<file path="config.mk">
export PLATFORM = sky130hd
export DESIGN_NAME = base64_stream_encoder
export DESIGN_NICKNAME = d
export VERILOG_FILES = /design/src/design/b64e_pkg.sv /design/src/design/b64e_front.sv /design/src/design/b64e_queue.sv /design/src/design/b64e_back.sv /design/src/design/base64_stream_encoder.sv
export SDC_FILE = /design/constraint.sdc
export NUM_CORES = 1
export LEC_CHECK = 0
export ABC_AREA = 1
export BUFFER_PORTS_ARGS = -buffer_cell sky130_fd_sc_hd__buf_4
export CAP_MARGIN = 20
export CORE_ASPECT_RATIO = 1.2
export CORE_UTILIZATION = 56
export DETAILED_ROUTE_END_ITERATION = 10
export MAX_ROUTING_LAYER = met4
export PLACE_DENSITY = 0.78
export SLEW_MARGIN = 20
export SYNTH_ARGS = -nofsm -noshare
export SYNTH_HDL_FRONTEND = slang
export SYNTH_SLANG_ARGS = --single-unit
</file>
<file path="constraint.sdc">
create_clock -name clk_i -period 1.77 [get_ports clk_i]
set_clock_uncertainty 0.15 [all_clocks]
set_input_delay 0.0885 -clock clk_i [delete_from_list [all_inputs] [get_ports clk_i]]
set_output_delay 0.0885 -clock clk_i [all_outputs]
set_load 0.01 [all_outputs]
</file>
<file path="src/design/b64e_pkg.sv">
// Package for the Base64 stream encoder: transaction payload types, the
// command record passed from front to back, and the alphabet lookup.
// No dependencies.
`default_nettype none
package b64e_pkg;

  typedef struct packed {
    logic [7:0] data_byte;
    logic       final_byte;
  } in_t;

  typedef struct packed {
    logic [6:0] out_char;
    logic       end_of_text;
  } out_t;

  localparam int unsigned MaxChars  = 4;
  localparam int unsigned CharIdxW  = $clog2(MaxChars);
  localparam int unsigned QDepth    = 2;
  localparam int unsigned QAddrW    = $clog2(QDepth);
  localparam int unsigned QCountW   = $clog2(QDepth + 1);

  localparam logic [6:0] CharUpperA = 7'd65;
  localparam logic [6:0] CharLowerA = 7'd97;
  localparam logic [6:0] CharZero   = 7'd48;
  localparam logic [6:0] CharPlus   = 7'd43;
  localparam logic [6:0] CharSlash  = 7'd47;
  localparam logic [6:0] PadChar    = 7'd61;

  typedef struct packed {
    logic [MaxChars-1:0][6:0] chars;
    logic [CharIdxW-1:0]      last_idx;
    logic                     fin;
  } cmd_t;

  typedef struct packed {
    logic full;
    logic empty;
  } qstat_t;

  function automatic logic [6:0] sextet_to_char(input logic [5:0] s);
    logic [6:0] s7;
    s7 = {1'b0, s};
    if (s < 6'd26) begin
      return CharUpperA + s7;
    end else if (s < 6'd52) begin
      return CharLowerA + s7 - 7'd26;
    end else if (s < 6'd62) begin
      return CharZero + s7 - 7'd52;
    end else if (s == 6'd62) begin
      return CharPlus;
    end else begin
      return CharSlash;
    end
  endfunction

endpackage
`default_nettype wire

</file>
<file path="src/design/b64e_front.sv">
// Front end of the Base64 encoder: accepts bytes, tracks group phase and
// residual bits, and builds one character command per byte.
// Depends on b64e_pkg.
`default_nettype none
module b64e_front (
  input  wire logic            clk_i,
  input  wire logic            rst_ni,
  input  wire logic            push_i,
  input  wire b64e_pkg::in_t   in_data_i,
  input  wire b64e_pkg::qstat_t qstat_i,
  output logic                 cmd_push_o,
  output b64e_pkg::cmd_t       cmd_o
);
  import b64e_pkg::*;

  typedef enum logic [2:0] {
    Phase0 = 3'b001,
    Phase1 = 3'b010,
    Phase2 = 3'b100
  } phase_e;

  phase_e     phase_q, phase_d;
  logic [3:0] res_q, res_d;
  logic [7:0] b;
  logic       fin;

  assign b          = in_data_i.data_byte;
  assign fin        = in_data_i.final_byte;
  assign cmd_push_o = push_i && !qstat_i.full;

  always_comb begin
    cmd_o.chars    = {MaxChars{PadChar}};
    cmd_o.last_idx = '0;
    cmd_o.fin      = fin;
    phase_d        = Phase0;
    res_d          = '0;
    unique case (phase_q)
      Phase1: begin
        cmd_o.chars[0] = sextet_to_char({res_q[1:0], b[7:4]});
        if (fin) begin
          cmd_o.chars[1] = sextet_to_char({b[3:0], 2'b00});
          cmd_o.last_idx = CharIdxW'(2);
        end else begin
          res_d   = b[3:0];
          phase_d = Phase2;
        end
      end
      Phase2: begin
        cmd_o.chars[0] = sextet_to_char({res_q[3:0], b[7:6]});
        cmd_o.chars[1] = sextet_to_char(b[5:0]);
        cmd_o.last_idx = CharIdxW'(1);
      end
      default: begin
        cmd_o.chars[0] = sextet_to_char(b[7:2]);
        if (fin) begin
          cmd_o.chars[1] = sextet_to_char({b[1:0], 4'b0000});
          cmd_o.last_idx = CharIdxW'(3);
        end else begin
          res_d   = {2'b00, b[1:0]};
          phase_d = Phase1;
        end
      end
    endcase
  end

  always_ff @(posedge clk_i or negedge rst_ni) begin
    if (!rst_ni) begin
      phase_q <= Phase0;
      res_q   <= '0;
    end else if (cmd_push_o) begin
      phase_q <= phase_d;
      res_q   <= res_d;
    end
  end

endmodule
`default_nettype wire

</file>
<file path="src/design/b64e_queue.sv">
// Short command queue between the encoder front and back ends.
// Depends on b64e_pkg.
`default_nettype none
module b64e_queue (
  input  wire logic             clk_i,
  input  wire logic             rst_ni,
  input  wire logic             push_i,
  input  wire b64e_pkg::cmd_t   wdata_i,
  input  wire logic             pop_i,
  output b64e_pkg::cmd_t        rdata_o,
  output b64e_pkg::qstat_t      qstat_o
);
  import b64e_pkg::*;

  cmd_t               mem_q [QDepth];
  logic [QAddrW-1:0]  wr_ptr_q, rd_ptr_q;
  logic [QCountW-1:0] count_q, count_d;

  assign qstat_o.full  = (count_q == QCountW'(QDepth));
  assign qstat_o.empty = (count_q == '0);
  assign rdata_o       = mem_q[rd_ptr_q];

  always_comb begin
    count_d = count_q;
    if (push_i && !pop_i) begin
      count_d = count_q + 1'b1;
    end else if (!push_i && pop_i) begin
      count_d = count_q - 1'b1;
    end
  end

  always_ff @(posedge clk_i) begin
    if (push_i) begin
      mem_q[wr_ptr_q] <= wdata_i;
    end
  end

  always_ff @(posedge clk_i or negedge rst_ni) begin
    if (!rst_ni) begin
      wr_ptr_q <= '0;
      rd_ptr_q <= '0;
      count_q  <= '0;
    end else begin
      if (push_i) begin
        wr_ptr_q <= QAddrW'((wr_ptr_q == QAddrW'(QDepth - 1)) ? 0 : wr_ptr_q + 1'b1);
      end
      if (pop_i) begin
        rd_ptr_q <= QAddrW'((rd_ptr_q == QAddrW'(QDepth - 1)) ? 0 : rd_ptr_q + 1'b1);
      end
      count_q <= count_d;
    end
  end

  a_count_bound: assert property (@(posedge clk_i) disable iff (!rst_ni)
    count_q <= QCountW'(QDepth)) else $error("queue count exceeds depth");

  a_push_grows: assert property (@(posedge clk_i) disable iff (!rst_ni)
    (push_i && !pop_i) |=> count_q == $past(count_q) + 1'b1)
    else $error("queue count did not grow on push");

  a_pop_nonempty: assert property (@(posedge clk_i) disable iff (!rst_ni)
    pop_i |-> count_q != '0) else $error("queue popped while empty");

endmodule
`default_nettype wire

</file>
<file path="src/design/b64e_back.sv">
// Back end of the Base64 encoder: walks each queued command one character
// per cycle into the output register unless stalled. Depends on b64e_pkg.
`default_nettype none
module b64e_back (
  input  wire logic             clk_i,
  input  wire logic             rst_ni,
  input  wire b64e_pkg::cmd_t   cmd_i,
  input  wire b64e_pkg::qstat_t qstat_i,
  output logic                  cmd_pop_o,
  input  wire logic             pop_i,
  output logic                  empty_o,
  output b64e_pkg::out_t        out_data_o
);
  import b64e_pkg::*;

  logic                out_valid_q;
  out_t                out_q;
  logic [CharIdxW-1:0] idx_q;
  logic                advance;
  logic                take;
  logic                at_last;

  assign advance    = !out_valid_q || pop_i;
  assign take       = advance && !qstat_i.empty;
  assign at_last    = (idx_q == cmd_i.last_idx);
  assign cmd_pop_o  = take && at_last;
  assign empty_o    = !out_valid_q;
  assign out_data_o = out_q;

  always_ff @(posedge clk_i) begin
    if (take) begin
      out_q.out_char    <= cmd_i.chars[idx_q];
      out_q.end_of_text <= cmd_i.fin && at_last;
    end
  end

  always_ff @(posedge clk_i or negedge rst_ni) begin
    if (!rst_ni) begin
      out_valid_q <= 1'b0;
      idx_q       <= '0;
    end else begin
      if (advance) begin
        out_valid_q <= take;
      end
      if (take) begin
        idx_q <= at_last ? '0 : idx_q + 1'b1;
      end
    end
  end

  a_idx_in_cmd: assert property (@(posedge clk_i) disable iff (!rst_ni)
    !qstat_i.empty |-> idx_q <= cmd_i.last_idx) else $error("index past command end");

  a_hold_stall: assert property (@(posedge clk_i) disable iff (!rst_ni)
    (out_valid_q && !pop_i) |=> out_valid_q && $stable(out_q))
    else $error("output changed while stalled");

  a_idx_idle: assert property (@(posedge clk_i) disable iff (!rst_ni)
    qstat_i.empty |-> idx_q == '0) else $error("index nonzero with empty queue");

endmodule
`default_nettype wire

</file>
<file path="src/design/base64_stream_encoder.sv">
// Top level of the Base64 stream encoder: front end, command queue, back end.
// Depends on b64e_pkg, b64e_front, b64e_queue, b64e_back.
//
// Usage:
//   Input channel: one message byte per transaction, with final_byte set on
//   the last byte. A transaction is taken when push is high and full is low.
//   Output channel: one ASCII character per transaction (RFC 4648 alphabet
//   or '=' padding); end_of_text marks the last character of a message.
//   The character on out_data_o is valid while empty is low and is taken
//   when pop is high.
//   Path: a taken byte's command is written into the command queue, and
//   its characters are then loaded one by one into the output register.
//   Throughput: one character per cycle unless the receiver stalls, set by
//   the single output register. A byte yields one or two characters
//   mid-message and up to four on the final byte, so bytes are taken at
//   up to one per cycle while full is low, but not sustained at that rate.
//   A two-entry command queue decouples input from output; when the
//   receiver stalls the output holds, the queue fills and full rises.
//   Reset clears the group phase and residual bits, empties the queue and
//   drops any pending character.
`default_nettype none
module base64_stream_encoder (
  input  wire logic           clk_i,
  input  wire logic           rst_ni,
  input  wire logic           push,
  output logic                full,
  input  wire b64e_pkg::in_t  in_data_i,
  output logic                empty,
  input  wire logic           pop,
  output b64e_pkg::out_t      out_data_o
);
  import b64e_pkg::*;

  qstat_t qstat;
  cmd_t   cmd_in;
  cmd_t   cmd_out;
  logic   cmd_push;
  logic   cmd_pop;

  assign full = qstat.full;

  b64e_front u_front (
    .clk_i      (clk_i),
    .rst_ni     (rst_ni),
    .push_i     (push),
    .in_data_i  (in_data_i),
    .qstat_i    (qstat),
    .cmd_push_o (cmd_push),
    .cmd_o      (cmd_in)
  );

  b64e_queue u_queue (
    .clk_i   (clk_i),
    .rst_ni  (rst_ni),
    .push_i  (cmd_push),
    .wdata_i (cmd_in),
    .pop_i   (cmd_pop),
    .rdata_o (cmd_out),
    .qstat_o (qstat)
  );

  b64e_back u_back (
    .clk_i      (clk_i),
    .rst_ni     (rst_ni),
    .cmd_i      (cmd_out),
    .qstat_i    (qstat),
    .cmd_pop_o  (cmd_pop),
    .pop_i      (pop),
    .empty_o    (empty),
    .out_data_o (out_data_o)
  );

endmodule
`default_nettype wire
</file>
## Word level (Yosys, flattened, before mapping)

Memories as Yosys holds them, arrays and structs flattened.
Index checks and enable logic that the tools add are counted.

- Register bits after elaboration: 22
- Memory bits (writable): 34
- Output and inout bits: 10
- Word-level logic and storage cells: 128
- Memories kept: 1

- Add/sub/neg operators: 35
- Order comparisons: 19
- Equal/unequal tests: 8
- Multiplexer cells: 42
- Reductions and logical operators: 14

Memory list:

| name | depth | bits a word | rd ports | clocked after memory_dff | wr ports | line | source |
|---|---|---|---|---|---|---|---|
| u_queue.mem_q | 2 | 17 | 1 | 0 | 1 | b64e_queue.sv:15 | `cmd_t mem_q [QDepth];` |

Operators by type and width:

| operator | count |
|---|---|
| $mux 7 | 21 |
| $add 7x6->7 const A | 12 |
| $lt 6x6->1 const B | 12 |
| $add 6x6->7 const A | 6 |
| $sub 7x5->7 const B | 6 |
| $sub 7x6->7 const B | 6 |
| $lt 6x5->1 const B | 6 |
| $pmux 16 s2 | 1 |
| $eq 6x6->1 const B | 4 |
| $mux 3 | 5 |
| $bmux 7 s2 | 1 |
| $mux 2 | 7 |
| $pmux 4 s2 | 1 |
| $logic_and 1x1->1 | 6 |
| $pmux 3 s2 | 1 |
| $logic_not 1->1 | 5 |
| $add 2x1->2 const B | 2 |
| $mux 1 | 4 |
| $mux 4 | 1 |
| $eq 3x2->1 const B | 1 |
| $eq 3x3->1 const B | 1 |
| $lt 2x3->1 const B | 1 |
| $add 1x1->1 const B | 2 |
| $eq 2x2->1 | 1 |
| 5 further kinds | 5 |

## Longest topological paths before layout

- Depth after elaboration: 7
- Depth in mapped cells: 13

## Hierarchy

A second synthesis with hierarchy kept.

- Cells, all modules: 628
- Area total of the unflattened synthesis: 5629.1 um^2

Modules (own cells, without submodules):

| module | times used | cells an instance | area each (um^2) | seq. area each (um^2) |
|---|---|---|---|---|
| b64e_queue | 1 | 122 | 2597.5 | 1961.9 |
| b64e_front | 1 | 430 | 2389.8 | 176.4 |
| b64e_back | 1 | 76 | 641.9 | 315.3 |

## Worst setup path after synthesis

No wires, ideal clock.

- Path kind: flip-flop to flip-flop
- Start point: register u_back.out_valid_q
- End point: register u_queue.count_q[1]
- Library setup time: 0.131 ns
- Data arrival time: 1.689 ns
- Required time: 1.489 ns
- Path slack: -0.200 ns
- Stages on the path, launching flop included: 9
- Period minus slack after synthesis: 1.970 ns
- Cells stage by stage: dfrtp_1 inv_1 nor2_1 a21oi_2 nand3_2 ha_1 a21oi_1 o21ai_0 xor2_1

- Word-level cells in the longest chain between the ends: 7
- Elaborated cells between the ends (all ways): 9
- Those cells by class: mux: 1; reduce/logical: 8

Ends and longest elaborated chain:

| item | line | source |
|---|---|---|
| start: declaration | b64e_back.sv:16 | `logic out_valid_q;` |
| start signal: assignment | b64e_back.sv:43 | `out_valid_q <= take;` |
| $logic_not 1->1 * | n/a |  |
| net empty | base64_stream_encoder.sv:28 | `output logic empty,` |
| $logic_or 1x1->1 * | b64e_back.sv:23 | `assign advance = !out_valid_q \|\| pop_i;` |
| $logic_and 1x1->1 * | b64e_back.sv:24 | `assign take = advance && !qstat_i.empty;` |
| net u_back.take | b64e_back.sv:20 | `logic take;` |
| $logic_and 1x1->1 * | b64e_back.sv:26 | `assign cmd_pop_o = take && at_last;` |
| $logic_not 1->1 | b64e_queue.sv:25 | `if (push_i && !pop_i) begin` |
| $logic_and 1x1->1 | b64e_queue.sv:25 |  |
| $mux 2 / $reduce_bool 2->1 (equally long branches) | n/a |  |
| end signal: assignment | b64e_queue.sv:50 | `count_q <= count_d;` |
| end: declaration | b64e_queue.sv:17 | `logic [QCountW-1:0] count_q, count_d;` |

Mark *: on every way through the listed nets, which the timed path passes. The rest lies on a longest branch.
A chain may end at the register's enable or synchronous reset.

==> PnR_summary.wiki <==
{| class="wikitable"
! Metric !! Value
|-
| Hold-critical path depth || 3
|-
| CTS tree || yes
|-
| Port bufs || 22
|-
| Detailed-route vias per instance || 5.742
|-
| Average size of a mapped cell || 7.767 um2
|-
| Relative slew slack || 68.09%
|-
| Die boundary width || 80.93 um
|-
| Slew at the pin closest to its max-slew limit || 0.4770 ns
|-
| CP dominant cell by count || sky130_fd_sc_hd__nand2_1
|-
| Number of H-tree branching levels || 2
|-
| Congestion Overflow GR || 0
|-
| Row count || 34
|-
| Fill count || 538
|-
| Number of hold violations in the final report || 0
|-
| List of most frequent post-synthesis cells || sky130_fd_sc_hd__nand2_1, sky130_fd_sc_hd__nand3_1, sky130_fd_sc_hd__nor2_1
|-
| Startpoint type of the worst setup path || flop
|-
| Max incr delay on CP || 0.47 ns
|-
| Gpl congestion || 0.9261
|-
| Initial core utilization || 57.89%
|-
| Biggest area contributors in the synthesized netlist || sky130_fd_sc_hd__edfxtp_1, sky130_fd_sc_hd__nand2_1, sky130_fd_sc_hd__nand3_1, sky130_fd_sc_hd__dfrtp_1, sky130_fd_sc_hd__ha_1
|-
| Area growth from synthesis to final layout || 31.89%
|-
| Via count of the first global-routing pass || 4099
|-
| Worst Path Class, Setup || reg2reg
|-
| Portion of synthesized cell area occupied by the leading cell type || 30.13%
|-
| Worst Path Buf+Inv || 1
|-
| Antenna diode instance count || 0
|-
| Pin count of the biggest net entering global routing || 19
|-
| Final design instance area without fill || 5522 um2
|-
| Global-route wire length before repair || 19.17 mm
|-
| Failing checks || negative setup slack
|-
| Power per cell area || 1260 nW/um2
|-
| Share of the cycle needed by the critical path after routing || 104.1%
|-
| Fraction of final layout cells sized beyond drive strength 1 || 34.37%
|-
| Critical path data arrival time || 1.76 ns
|-
| Root Buffer Master || sky130_fd_sc_hd__clkbuf_8
|-
| Post-Synthesis Cell Area || 4187 um2
|-
| Number of detailed-route iterations in the first pass || 5
|-
| Area of the placeable core || 7232 um2
|-
| Maximum fanout along the worst path || 6
|-
| Unrepaired setup endpoints after global routing || yes
|-
| Number of library cell types mapped by synthesis || 42
|-
| Maximum root-to-sink buffer count || 2
|-
| Sort of element at the end of the critical path || flop
|-
| Number of clock buffers inserted by TritonCTS || 5
|-
| Placed standard-cell area || 4992 um2
|-
| Final cell utilization of the core || 76.35%
|-
| Drt first-iter violations || 356
|-
| Clock input transition at the sequential cells of the worst setup and hold paths || 0.10 ns
|-
| Worst-skew pair later-pin latency || 0.32 ns
|-
| Wire length reported by the detailed router || 12.44 mm
|-
| Setup WS post-layout || -0.07271 ns
|-
| Number of antenna violations at the first check in global routing || 0
|-
| I/O pin count || 23
|-
| Nets || 680
|-
| Die outline area || 7827 um2
|-
| TritonCTS sink count || 56
|-
| Standard cell with the maximum stage delay on the critical path || sky130_fd_sc_hd__dfrtp_2
|-
| Part of the Yosys area used for sequential elements || 38.52%
|-
| DIE HEIGHT || 96.72 um
|-
| Cell total after placement || 713
|-
| Largest area contributor in the synthesized netlist || sky130_fd_sc_hd__edfxtp_1
|-
| Vias || 4226
|-
| Max-cap check violation count || 0
|-
| Cell count along the critical path || 8
|-
| Nets in the synthesized netlist || 574
|-
| Worst Reg-to-Reg Cells || 8
|-
| # setup viols final || 8
|-
| Detail Route Antenna Nets || 0
|-
| Class of the most critical hold timing path || in2reg
|-
| Number of synthesized flops with an enable pin || 42
|-
| Wire per inst || 16.90 um
|-
| Worst IR Drop VDD || 1.267 mV
|-
| GR Util All Layers || 33.16%
|-
| Setup Total Neg Slack || -0.2934 ns
|-
| Main flop type after synthesis || sky130_fd_sc_hd__edfxtp_1
|-
| Most frequent cell after synthesis || sky130_fd_sc_hd__nand2_1
|-
| Timing-limited maximum frequency || 542.7 MHz
|-
| Leakage power summed over all cells || 2.472 nW
|-
| Cell breakdown of the critical path || ha_4, inv_4, nor2_4, nand2_2, o211ai_1, nand2_1, nand2_1, nand3_2
|-
| Post-Synthesis Cells || 539
|-
| # DRC || 0
|-
| Total number of yosys warnings || 0
|-
| #FFs+latches synth || 56
|-
| Cell family with the largest share of critical-path delay || simple AND/OR/NAND/NOR gates
|-
| Max-slew violation count || 0
|-
| Data required time at the worst endpoint || 1.69 ns
|-
| Dpl hpwl || 9.153 mm
|-
| Final min period || 1.843 ns
|-
| Share of flip-flops with an asynchronous set or reset after synthesis || 25.00%
|-
| Final instance count without filler cells || 736
|-
| Outcome || finished, violations left
|}
[per-stage QoR]
step	total power (W)	worst slack [ns]	hold WS [ns]
5_1_grt	0.007367	-0.1759	0.07077
3_3_place_gp	0.005372	-0.05989	-0.1990
3_5_place_dp	0.005513	-0.2222	-0.1979
6_report	0.006960	-0.07271	0.06329
2_1_floorplan	0.004173	-0.1197	-0.3571
4_1_cts	0.006577	-0.03335	0.03876
[routing by layer]
metal	wire (um)	track usage, %	vias up
met1	4811	37.81	1955
li1	-	-	2012
met5	0	-	-
met2	6285	55.91	199
met3	727	4.151	60
met4	614	16.62	0
[cells by family after synthesis]
kind of cell	Yosys count	synth area share [%]
DFF	56	38.52
adders and majority gates	22	6.575
buffers and inverters	82	8.906
AOI/OAI and AO/OA	82	11.72
xor gates and xnor gates	17	3.915
and+or+nand+nor	280	30.36
[final cells by class]
type | count | area, um2 | area share [%]
sequential | 56 | 1617 | 29.28
timing repair buffer | 113 | 913.4 | 16.54
tap | 90 | 112.6 | 2.039
multi-input combinational | 401 | 2502 | 45.32
clock inverter | 3 | 22.52 | 0.4079
inverter | 68 | 285.3 | 5.167
clock buffer | 5 | 68.82 | 1.246
[tightest hold or removal path: cells and delay by family]
kind                   cells  cell delay (ns)
buffers and inverters      1             0.13
AND/OR/NAND/NOR            2             0.20
[report_power, final]
group	switching [W]	internal, W	leakage (nW)	total [W]
Sequential	0.000260	0.00206	0.556	0.00232
Clock	0.000451	0.000285	0.0485	0.000736
Combinational	0.00223	0.00167	1.87	0.00390
[registers in the layout (all words and copies together) (netlist names)]
signal / count
u_queue.wr_ptr_q: 1
u_queue.rd_ptr_q: 1
u_front.phase_q: 3
u_front.res_q: 4
u_back.idx_q: 2
u_back.out_data_o: 8
u_queue.mem_q: 34
u_back.out_valid_q: 1
u_queue.count_q: 2
[path summary, 6_finish.rpt]
path,from,to,slack [ns]
worst max register to register,u_front.res_q[0]$_DFFE_PN0P_,u_queue.mem_q[0][7]$_DFFE_PP_,-0.07
min in group asynchronous,rst_ni,u_front.phase_q[0]$_DFFE_PN1P_,0.09
max in group asynchronous,rst_ni,u_queue.rd_ptr_q$_DFFE_PN0P_,0.47
worst min-delay path,in_data_i[2],u_queue.mem_q[1][11]$_DFFE_PP_,0.06
worst min register to register,u_back.out_valid_q$_DFFE_PN0P_,u_back.out_valid_q$_DFFE_PN0P_,0.41
worst max-delay path,u_front.res_q[0]$_DFFE_PN0P_,u_queue.mem_q[0][7]$_DFFE_PP_,-0.07
[cell usage in the layout (no fill, tap or decap), types with 2 or more instances in the layout]
master                          instances
sky130_fd_sc_hd__nand2_1              116
sky130_fd_sc_hd__buf_4                101
sky130_fd_sc_hd__nand3_1               53
sky130_fd_sc_hd__nor2_1                47
sky130_fd_sc_hd__inv_1                 43
sky130_fd_sc_hd__edfxtp_1              42
sky130_fd_sc_hd__o21ai_0               26
sky130_fd_sc_hd__nand2_2               18
sky130_fd_sc_hd__a21oi_1               17
sky130_fd_sc_hd__nand3_2               17
sky130_fd_sc_hd__ha_1                  17
sky130_fd_sc_hd__inv_2                 16
sky130_fd_sc_hd__dfrtp_1               10
sky130_fd_sc_hd__xor2_1                 8
sky130_fd_sc_hd__nor2_2                 7
sky130_fd_sc_hd__o21ai_2                7
sky130_fd_sc_hd__o211ai_1               7
sky130_fd_sc_hd__nand4_1                6
sky130_fd_sc_hd__xnor2_1                6
sky130_fd_sc_hd__nand2_4                6
sky130_fd_sc_hd__inv_4                  5
sky130_fd_sc_hd__nor2_4                 5
sky130_fd_sc_hd__o21ai_1                5
sky130_fd_sc_hd__ha_4                   5
sky130_fd_sc_hd__clkbuf_8               5
sky130_fd_sc_hd__dlygate4sd3_1          5
sky130_fd_sc_hd__o311ai_0               4
sky130_fd_sc_hd__o22ai_1                4
sky130_fd_sc_hd__buf_6                  4
sky130_fd_sc_hd__a21oi_4                3
sky130_fd_sc_hd__nand3_4                3
sky130_fd_sc_hd__xor2_2                 3
sky130_fd_sc_hd__buf_12                 3
sky130_fd_sc_hd__dfrtp_2                3
sky130_fd_sc_hd__clkinv_4               2
sky130_fd_sc_hd__inv_6                  2
sky130_fd_sc_hd__a31oi_1                2
[timing repair]
action | 4_1_cts | 5_1_grt
hold buffers | 5 | 0
hold endpoints to repair | 17 | 0
buffers inserted | 9 | 2
pin swaps | 10 | 29
setup endpoints to repair | 16 | 25
resized for setup | 28 | 64
Note: power is estimated with default switching activity, not from simulation.
